--- config.mk ---
export PLATFORM = sky130hd
export DESIGN_NAME = apvc_ctrl
export DESIGN_NICKNAME = d
export VERILOG_FILES = /design/src/design/axis_position_velocity_controller_assert.svh /design/src/design/apvc_pkg.sv /design/src/design/apvc_ctrl.sv
export SDC_FILE = /design/constraint.sdc
export NUM_CORES = 1
export LEC_CHECK = 0
export BUFFER_PORTS_ARGS = -buffer_cell sky130_fd_sc_hd__buf_2
export CAP_MARGIN = 15
export CORE_AREA = 2 2 39 41
export CTS_BUF_LIST = sky130_fd_sc_hd__clkbuf_8
export DETAILED_ROUTE_END_ITERATION = 8
export DIE_AREA = 0 0 41 43
export PLACE_DENSITY = 0.65
export SYNTH_ARGS = -nofsm -noshare
export SYNTH_HDL_FRONTEND = slang
export SYNTH_SLANG_ARGS = --single-unit
--- constraint.sdc ---
create_clock -name i_clk -period 2.9 [get_ports i_clk]
set_input_delay 0.145 -clock i_clk [delete_from_list [all_inputs] [get_ports i_clk]]
set_output_delay 0.145 -clock i_clk [all_outputs]
set_load 0.01 [all_outputs]
--- src/design/axis_position_velocity_controller_assert.svh ---
// Assertion macros for the axis controller
`ifndef AXIS_POSITION_VELOCITY_CONTROLLER_ASSERT_SVH
`define AXIS_POSITION_VELOCITY_CONTROLLER_ASSERT_SVH

// check cons in the same cycle as ante
`define APVC_ASSERT_SAME(label, clk, rst_n, ante, cons) \
    label: assert property (@(posedge clk) disable iff (!rst_n) (ante) |-> (cons)) \
        else $error("axis controller check failed");

// check cons in the cycle after ante
`define APVC_ASSERT_NEXT(label, clk, rst_n, ante, cons) \
    label: assert property (@(posedge clk) disable iff (!rst_n) (ante) |=> (cons)) \
        else $error("axis controller check failed");

`endif

--- src/design/apvc_pkg.sv ---
package apvc_pkg;

    localparam logic [1:0] KIND_TICK    = 2'd0;
    localparam logic [1:0] KIND_TARGET  = 2'd1;
    localparam logic [1:0] KIND_ENABLE  = 2'd2;
    localparam logic [1:0] KIND_DISABLE = 2'd3;

    localparam logic [1:0] V_GOAL = 2'd0;
    localparam logic [1:0] V_ZERO = 2'd1;
    localparam logic [1:0] V_FULL = 2'd2;
    localparam logic [1:0] V_QUOT = 2'd3;

    localparam logic [30:0] TOL_RESET = 31'd66;
    localparam logic [4:0]  DIV_LAST  = 5'd31;

    typedef struct packed {
        logic       load_in;
        logic       apply_simple;
        logic       load_err;
        logic       load_v;
        logic [1:0] v_sel;
        logic       mul_v;
        logic       div_start;
        logic       div_step;
        logic       integrate;
        logic       emit;
    } t_cmd;

    typedef struct packed {
        logic [1:0] kind;
        logic       tick_live;
        logic       pos_mode;
        logic       stop;
        logic       fits;
        logic       div_last;
    } t_status;

    function automatic logic signed [31:0] sat_s32(input logic signed [38:0] v);
        logic signed [31:0] r;
        if (v > 39'sd2147483647) begin
            r = 32'sh7FFFFFFF;
        end else if (v < -39'sd2147483648) begin
            r = 32'sh80000000;
        end else begin
            r = v[31:0];
        end
        return r;
    endfunction

    function automatic logic signed [31:0] mag_to_s32(input logic [32:0] m, input logic neg);
        logic signed [31:0] r;
        if (neg) begin
            r = (m >= 33'h080000000) ? 32'sh80000000 : 32'(-m[31:0]);
        end else begin
            r = (m > 33'h07FFFFFFF) ? 32'sh7FFFFFFF : m[31:0];
        end
        return r;
    endfunction

endpackage

--- src/design/apvc_ctrl.sv ---
module apvc_ctrl (
    input  logic              i_clk,
    input  logic              i_rst_n,
    input  logic              i_in_valid,
    output logic              o_in_ready,
    output logic              o_out_valid,
    input  logic              i_out_ready,
    input  apvc_pkg::t_status i_status,
    output apvc_pkg::t_cmd    o_cmd
);
    import apvc_pkg::*;

    localparam logic [3:0] S_IDLE   = 4'd0;
    localparam logic [3:0] S_DECODE = 4'd1;
    localparam logic [3:0] S_MULS   = 4'd2;
    localparam logic [3:0] S_CHK    = 4'd3;
    localparam logic [3:0] S_DIV    = 4'd4;
    localparam logic [3:0] S_QUOT   = 4'd5;
    localparam logic [3:0] S_MULV   = 4'd6;
    localparam logic [3:0] S_INT    = 4'd7;
    localparam logic [3:0] S_EMIT   = 4'd8;

    logic [3:0] r_state, n_state;
    logic       r_out_valid, n_out_valid;

    assign o_in_ready  = (r_state == S_IDLE);
    assign o_out_valid = r_out_valid;

    always_comb begin
        n_state = r_state;
        o_cmd   = '0;
        unique case (r_state)
            S_IDLE: begin
                if (i_in_valid) begin
                    o_cmd.load_in = 1'b1;
                    n_state = S_DECODE;
                end
            end
            S_DECODE: begin
                if (i_status.kind != KIND_TICK || !i_status.tick_live) begin
                    o_cmd.apply_simple = 1'b1;
                    n_state = S_EMIT;
                end else if (!i_status.pos_mode) begin
                    o_cmd.load_v = 1'b1;
                    o_cmd.v_sel  = V_GOAL;
                    n_state = S_MULV;
                end else begin
                    o_cmd.load_err = 1'b1;
                    n_state = S_MULS;
                end
            end
            S_MULS: begin
                n_state = S_CHK;
            end
            S_CHK: begin
                if (i_status.stop) begin
                    o_cmd.load_v = 1'b1;
                    o_cmd.v_sel  = V_ZERO;
                    n_state = S_MULV;
                end else if (i_status.fits) begin
                    o_cmd.div_start = 1'b1;
                    n_state = S_DIV;
                end else begin
                    o_cmd.load_v = 1'b1;
                    o_cmd.v_sel  = V_FULL;
                    n_state = S_MULV;
                end
            end
            S_DIV: begin
                o_cmd.div_step = 1'b1;
                if (i_status.div_last) begin
                    n_state = S_QUOT;
                end
            end
            S_QUOT: begin
                o_cmd.load_v = 1'b1;
                o_cmd.v_sel  = V_QUOT;
                n_state = S_MULV;
            end
            S_MULV: begin
                o_cmd.mul_v = 1'b1;
                n_state = S_INT;
            end
            S_INT: begin
                o_cmd.integrate = 1'b1;
                n_state = S_EMIT;
            end
            S_EMIT: begin
                if (!r_out_valid || i_out_ready) begin
                    o_cmd.emit = 1'b1;
                    n_state = S_IDLE;
                end
            end
            default: begin
                n_state = S_IDLE;
            end
        endcase
    end

    always_comb begin
        if (o_cmd.emit) begin
            n_out_valid = 1'b1;
        end else if (i_out_ready) begin
            n_out_valid = 1'b0;
        end else begin
            n_out_valid = r_out_valid;
        end
    end

    always_ff @(posedge i_clk) begin
        if (!i_rst_n) begin
            r_state     <= S_IDLE;
            r_out_valid <= 1'b0;
        end else begin
            r_state     <= n_state;
            r_out_valid <= n_out_valid;
        end
    end
endmodule

== Word level (Yosys, flattened, before mapping) ==
Index checks and enable logic that the tools add are counted.

* Reductions and logical operators: 8
* Multiplexer cells: 28
* Equal/unequal tests: 11

{| class="wikitable"
|+ Operators by type and width
! cell !! number
|-
| case mux 4 bit (9 select lines) || 1
|-
| two-way mux 4 bit || 6
|-
| == test 4 x 3 -> 1 bit, second input constant || 4
|-
| two-way mux 1 bit || 14
|-
| two-way mux 3 bit || 4
|-
| case mux 3 bit (3 select lines) || 1
|-
| == test 4 x 2 -> 1 bit, second input constant || 2
|-
| inequality test 2 bit, second input constant || 3
|-
| == test 4 x 1 -> 1 bit, second input constant || 1
|-
| == test 4 bit, second input constant || 1
|-
| zero test 4 bit || 1
|-
| two-way mux 2 bit || 2
|-
| nonzero test 2 bit || 2
|-
| AND reduction 3 bit || 1
|-
| zero test 1 bit || 2
|-
| logical OR 1 bit || 2
|}

* Output and inout bits: 13
* Bits of input ports: 11
* Logic and storage cells: 49
* Flip-flop bits (word level): 5

== Depth between registers and ports, before layout ==
Gate-level depths: netlist of run 1.

* Depth in word-level cells: 5
* Depth in mapped cells: 5
* Depth with buffers taken out: 4

== Worst setup path after synthesis of run 1 ==
No wires, ideal clock.

* Path kind: register to output
* Start: reg r_state[0]
* End: out o_cmd[10] in the netlist's numbering
* Buffers on the path: 1
* Required time: 2.755 ns
* Cell stages (with the launch flop): 4
* Arrival time: 1.070 ns
* Slack: 1.685 ns
* Path through: dfxtp_1 buf_4 nor4_2 and2_1

{| class="wikitable"
|+ RTL lines
! item !! line !! text
|-
| from (decl) || apvc_ctrl.sv:23 || <nowiki>logic [3:0] r_state, n_state;</nowiki>
|-
| from (signal assigned) || apvc_ctrl.sv:115 || <nowiki>r_state <= n_state;</nowiki>
|-
| to (decl) || apvc_ctrl.sv:9 || <nowiki>output apvc_pkg::t_cmd o_cmd</nowiki>
|}

==> flow_metrics.py, run 1 <==
metrics = {
    "outcome": {
        "status": "finished, final reports clean",
    },
    "clock_network": {
        "cts_setup_buffers": 0,
        "clock-sinks": 5,
        "clock_latency_ns": 0.22,
        "clk_pin_slew_ns": 0.04,
        "hold_buffers": 0,
        "htree_num_levels": 1,
        "cts-buffers-inserted": 3,
        "cts_tree": "built",
        "clockBufferDepth": 2,
        "cts_root_buf": "clkbuf_8",
        "cts_resized": 0,
    },
    "place": {
        "port_buffers": 23,
        "dp_cells": 86,
        "finalWeightedCongestion": 0.752,
        "place_area_um2": 536,
        "dp_hpwl_um": 677,
    },
    "logic_synthesis": {
        "ys_seq_area_frac": 0.223,
        "ys_ff_latch": 5,
        "synth.net_count": 63,
        "synth_cell_types": 29,
        "synth_warnings": 0,
        "syn_inst": 52,
        "synth_area_um2": 449,
        "syn_area_per_cell_um2": 8.64,
    },
    "setup_path": {
        "path_cells": "nand2b_1 -> or3_1 -> a21oi_1 -> buf_2",
        "max_stage_delay_ns": 0.54,
        "r2r_start": "r_state[3]",
        "cpLargestDelayFamily": "flip-flops",
        "ff2ff_path_depth": 3,
        "cp.arrival_ns": 1.48,
        "slowest_stage": "dfxtp_1",
        "path_class": "register to output port",
        "crit_start": "r_state[1]",
        "critical_path_required_ns": 2.76,
        "path_buf_inv": 1,
        "cp.depth": 4,
        "end_kind": "output port",
        "worstSetupStartpointType": "register",
        "critical_path.max_fanout": 11,
    },
    "global_routing": {
        "grt_first_pass_wirelength_mm": 1.30,
        "antenna_found_initial": 0,
        "grt_max_degree": 12,
        "grt_pass1_vias": 352,
        "grt_usage": 0.108,
        "overflow": 0,
    },
    "detailed_routing": {
        "drcViolationCount": 0,
        "vias_per_cell": 4.71,
        "wl_um": 884,
        "drtAntennaViolNets": 0,
        "drtPass1Iterations": 4,
        "vias": 424,
        "post_drt_wl_per_cell_um": 9.82,
        "drt-initial-drc-count": 6,
    },
    "sta": {
        "worst_pin_slew_ns": 0.424,
        "fin_crit_sh": 0.561,
        "relSlewSlack": 0.717,
        "setup_viol": 0,
        "period_needed_ns": 1.63,
        "maxSlewViolCount": 0,
        "timing.fmax_mhz": 614,
        "fin_skew_ns": 0.00465,
        "final_hold_viol_count": 0,
        "tns_ns": 0,
        "rsz0062_at_grt": "false",
    },
    "floorplan": {
        "io-pin-count": 24,
        "coreArea_um2": 1380,
        "start_util": 0.325,
        "fp.dieH_um": 43,
        "dieWidth_um": 41,
        "die-area_um2": 1760,
        "rows": 14,
    },
    "hold_path": {
        "min_path_cells": 2,
        "hold_path_class": "input port to register",
        "min_from": "i_rst_n",
    },
    "layout": {
        "fin_area_um2": 581,
        "drive_above_1_share": 0.419,
        "area_growth_pct": 29.2,
        "antenna_cells": 0,
        "fin_nets": 86,
        "instances_no_fill": 90,
    },
    "power_and_ir_drop": {
        "leakagePower_nw": 0.261,
        "p_per_area_nw_per_um2": 453,
        "peakVddDrop_uv": 214,
    },
    "job": {
        "drv_cap": 0,
    },
}
[layout by cell type (no fill, tap or decap), types with 3 or more instances in the layout]
| cell | instances |
|---|---|
| buf_2 | 23 |
| nand3b_1 | 3 |
| clkbuf_8 | 3 |
| dfxtp_1 | 5 |
| nand2_1 | 3 |
| nor2_1 | 4 |
| nand2b_1 | 4 |
| nor3_1 | 3 |
[power by group]
part	switching, mW	internal [mW]	total [mW]
Sequential	0.0102	0.0731	0.0833
Combinational	0.0240	0.0290	0.0530
Clock	0.0359	0.0909	0.127
[layer usage]
layer,track usage,up-vias,wire length [um]
met5,0,-,0
met1,0.125,185,418
met2,0.169,10,423
met3,0.0157,0,42
li1,-,229,-
met4,0.0800,0,0
[worst register-to-register path, cell delays in order (launching register included)]
cell and delay (ns):
dfxtp_1 0.52, nand2b_4 0.24, nor2_1 0.07, o31a_1 0.28
[flip-flops by register name, indices dropped and copies added, names as in the netlist]
register and count:
r_state 4, o_out_valid 1
[kinds of logic after synthesis]
logic type | count (synthesis) | share of synthesized area
mux | 1 | 0.0223
compound gates | 9 | 0.131
buf+inv | 6 | 0.117
flops | 5 | 0.223
simple gates | 31 | 0.507
[through the flow]
stage               setup slack, ns  hold slack [ns]  total power [mW]   util
floorplan                      1.68            0.273             0.123      -
global placement               1.53            0.421             0.137  0.387
detailed placement             1.49            0.423             0.138  0.387
CTS                            1.26            0.187             0.268  0.420
global route                   1.13            0.209             0.277  0.420
finish                         1.27            0.191             0.263  0.420
[layout make-up]
type / instances / area [um^2]
clock buffers: 3 / 41.3
clock inverters: 1 / 3.75
fillers: 143 / 803
inverters: 1 / 3.75
multi-input cells: 41 / 297
flip-flops and latches: 5 / 100
well taps: 16 / 20.0
repair buffers: 23 / 115
[final timing paths]
path / to / slack, ns
max: o_cmd[6] / 1.27
min: r_state[3] / 0.19
max reg2reg: r_state[3] / 1.68
min reg2reg: o_out_valid / 0.51
[Yosys cell counts]
cell type / instances / area share
and2_1: 1 / 0.014
or3_1: 1 / 0.014
o211ai_1: 1 / 0.017
nor3b_1: 1 / 0.017
dfxtp_1: 5 / 0.22
nor4_4: 1 / 0.047
nand3_1: 2 / 0.022
nor3_1: 3 / 0.033
buf_6: 3 / 0.075
nor2b_1: 2 / 0.028
a31oi_1: 1 / 0.014
a211o_1: 1 / 0.020
inv_1: 1 / 0.0083
a21boi_0: 1 / 0.017
nand2_1: 3 / 0.025
and2b_1: 1 / 0.017
mux2i_1: 1 / 0.022
nor2_1: 4 / 0.033
nor4_2: 1 / 0.028
nand2b_1: 4 / 0.056
nand2b_4: 1 / 0.031
a21oi_1: 2 / 0.022
nor3b_4: 1 / 0.042
o31a_1: 1 / 0.020
nand3b_1: 3 / 0.050
o21ai_0: 2 / 0.022
buf_4: 2 / 0.033
nor3b_2: 1 / 0.028
nor4bb_1: 1 / 0.022
Power figures use the tool's default switching activity.
==> run 2: changes to the inputs <==
ABC_AREA = 1   (was not set)
PLACE_DENSITY = 0.63   (was 0.65)
clock period = 1.71 ns   (was 2.9 ns; I/O delays follow)
==> flow_metrics.py, run 2 <==
metrics = {
    "outcome": {
        "status": "finished, final reports clean",
    },
    "clock_network": {
        "cts_resized": 0,
        "clockBufferDepth": 2,
        "cts_setup_buffers": 0,
        "cts-buffers-inserted": 3,
        "hold_buffers": 0,
        "clock_latency_ns": 0.21,
        "clk_pin_slew_ns": 0.04,
        "cts_root_buf": "clkbuf_8",
        "htree_num_levels": 1,
        "clock-sinks": 5,
        "cts_tree": "built",
    },
    "logic_synthesis": {
        "synth_edf_count": 0,
        "ys_seq_area_frac": 0.236,
        "synth_common_cells": "nor2_1 (17), nand2_1 (16), inv_1 (14), nand3_1 (8), dfxtp_1 (5)",
        "synth.net_count": 88,
        "synthArstFlopShare": 0,
        "yosys-top-cells-area": "dfxtp_1 (24%), nor2_1 (15%), nand2_1 (14%), inv_1 (12%), nand3_1 (9.4%)",
        "synth_cell_types": 16,
        "syn_inst": 77,
        "synth_top_cell_by_area": "dfxtp_1",
        "yosysMostFrequentCell": "nor2_1",
        "synth_warnings": 0,
        "syn_area_per_cell_um2": 5.51,
        "synth_ff_type": "dfxtp_1",
        "ys_ff_latch": 5,
        "synth_area_um2": 424,
        "synth_top_area_frac": 0.236,
    },
    "detailed_routing": {
        "drt-initial-drc-count": 4,
        "wl_um": 967,
        "vias_per_cell": 4.42,
        "drtPass1Iterations": 2,
        "drtAntennaViolNets": 0,
        "vias": 521,
        "drcViolationCount": 0,
        "post_drt_wl_per_cell_um": 8.19,
    },
    "job": {
        "drv_cap": 0,
    },
    "sta": {
        "final_hold_viol_count": 0,
        "maxSlewViolCount": 0,
        "timing.fmax_mhz": 696,
        "whs_ns": 0.0697,
        "setup_viol": 0,
        "period_needed_ns": 1.44,
        "rsz0062_at_grt": "false",
        "relSlewSlack": 0.796,
        "fin_crit_sh": 0.840,
        "fin_skew_ns": 0.00180,
        "worst_pin_slew_ns": 0.306,
        "tns_ns": 0,
    },
    "layout": {
        "drive_above_1_share": 0.333,
        "final_cell_mix": "buf_2 (23), nor2_1 (17), nand2_1 (16), inv_1 (15), nand3_1 (8)",
        "final_common_cell": "buf_2",
        "fin_nets": 114,
        "largest_register_ffs": 4,
        "area_growth_pct": 38.1,
        "largest-register": "r_state",
        "antenna_cells": 0,
    },
    "floorplan": {
        "dieWidth_um": 41,
        "rows": 14,
        "die-area_um2": 1760,
        "io-pin-count": 24,
        "start_util": 0.307,
        "coreArea_um2": 1380,
        "fp.dieH_um": 43,
    },
    "setup_path": {
        "end_kind": "output port",
        "worstSetupStartpointType": "register",
        "critical_path_required_ns": 1.62,
        "cp.arrival_ns": 1.35,
        "critical_path.max_fanout": 8,
        "path_class": "register to output port",
        "ff2ff_path_depth": 6,
    },
    "global_routing": {
        "grt_first_pass_wirelength_mm": 1.55,
        "grt_use_met1": 0.154,
        "grt-busiest-layer": "met2",
        "overflow": 0,
        "grt_max_degree": 9,
        "grt_use_met2": 0.197,
        "grt_usage": 0.127,
        "grt_use_met3": 0.0471,
        "grt_pass1_vias": 424,
        "antenna_found_initial": 0,
    },
    "power_and_ir_drop": {
        "peakVddDrop_uv": 480,
        "p_per_area_nw_per_um2": 1100,
        "leakagePower_nw": 0.369,
    },
    "hold_path": {
        "min_path_cells": 3,
        "hold_path_class": "input port to register",
    },
    "place": {
        "finalWeightedCongestion": 0.735,
        "dp_hpwl_um": 837,
        "port_buffers": 23,
    },
}
## run 2: cell types whose count changed after synthesis, sizes merged, moves of 5 or more
cell / before / now
nor2: 4 / 22
inv: 1 / 17
nand2: 3 / 16
nand3: 2 / 8
nand2b: 5 / 0
## run 2: power by group
part / switching [mW] / internal, mW
combinational: 0.161 / 0.102
clock: 0.0527 / 0.153
sequential: 0.0357 / 0.140
## run 2: worst paths after layout
path                      end  slack [ns]   startpoint
setup / recovery     o_cmd[6]        0.27   r_state[0]
hold / removal     r_state[3]        0.07      i_rst_n
setup reg to reg   r_state[1]        0.63   r_state[0]
hold reg to reg   o_out_valid        0.61  o_out_valid
## run 2: kinds of logic (layout without fill, tap and decap cells)
| kind of cell | after synthesis | after routing | share of synthesized area |
|---|---|---|---|
| AND/OR/NAND/NOR | 49 | 49 | 0.510 |
| flip-flops | 5 | 5 | 0.236 |
| buffers and inverters | 19 | 44 | 0.195 |
| AO/OA/AOI/OAI | 4 | 4 | 0.0590 |
## run 2: area by class of cell
type / count / area, um^2
clock inverter: 1 / 3.75
clock buffer: 3 / 41.3
sequential: 5 / 100
timing repair buffer: 23 / 115
inverter: 17 / 63.8
multi-input combinational: 53 / 241
fill: 152 / 798
tap: 16 / 20.0
## run 2: worst max-delay path: stages (launching register included)
cell and delay (ns):
dfxtp_1 0.49, nand2_1 0.13, inv_2 0.08, nand2_1 0.09, o31ai_1 0.19, buf_2 0.16
## run 2: per-layer routing
metal / wire length [um] / up-vias
met5: 0 / -
met4: 0 / 0
met3: 42 / 0
met2: 468 / 10
met1: 457 / 227
li1: - / 284
## run 2: per-stage QoR
stage	utilization	power, mW	setup WS (ns)	instance area [um^2]	instances
finish	0.423	0.645	0.274	586	118
global route	0.423	0.706	0.164	586	118
CTS	0.423	0.654	0.277	586	118
detailed placement	0.391	0.441	0.512	541	114
global placement	0.391	0.438	0.537	541	114
floorplan	-	0.373	0.650	424	77
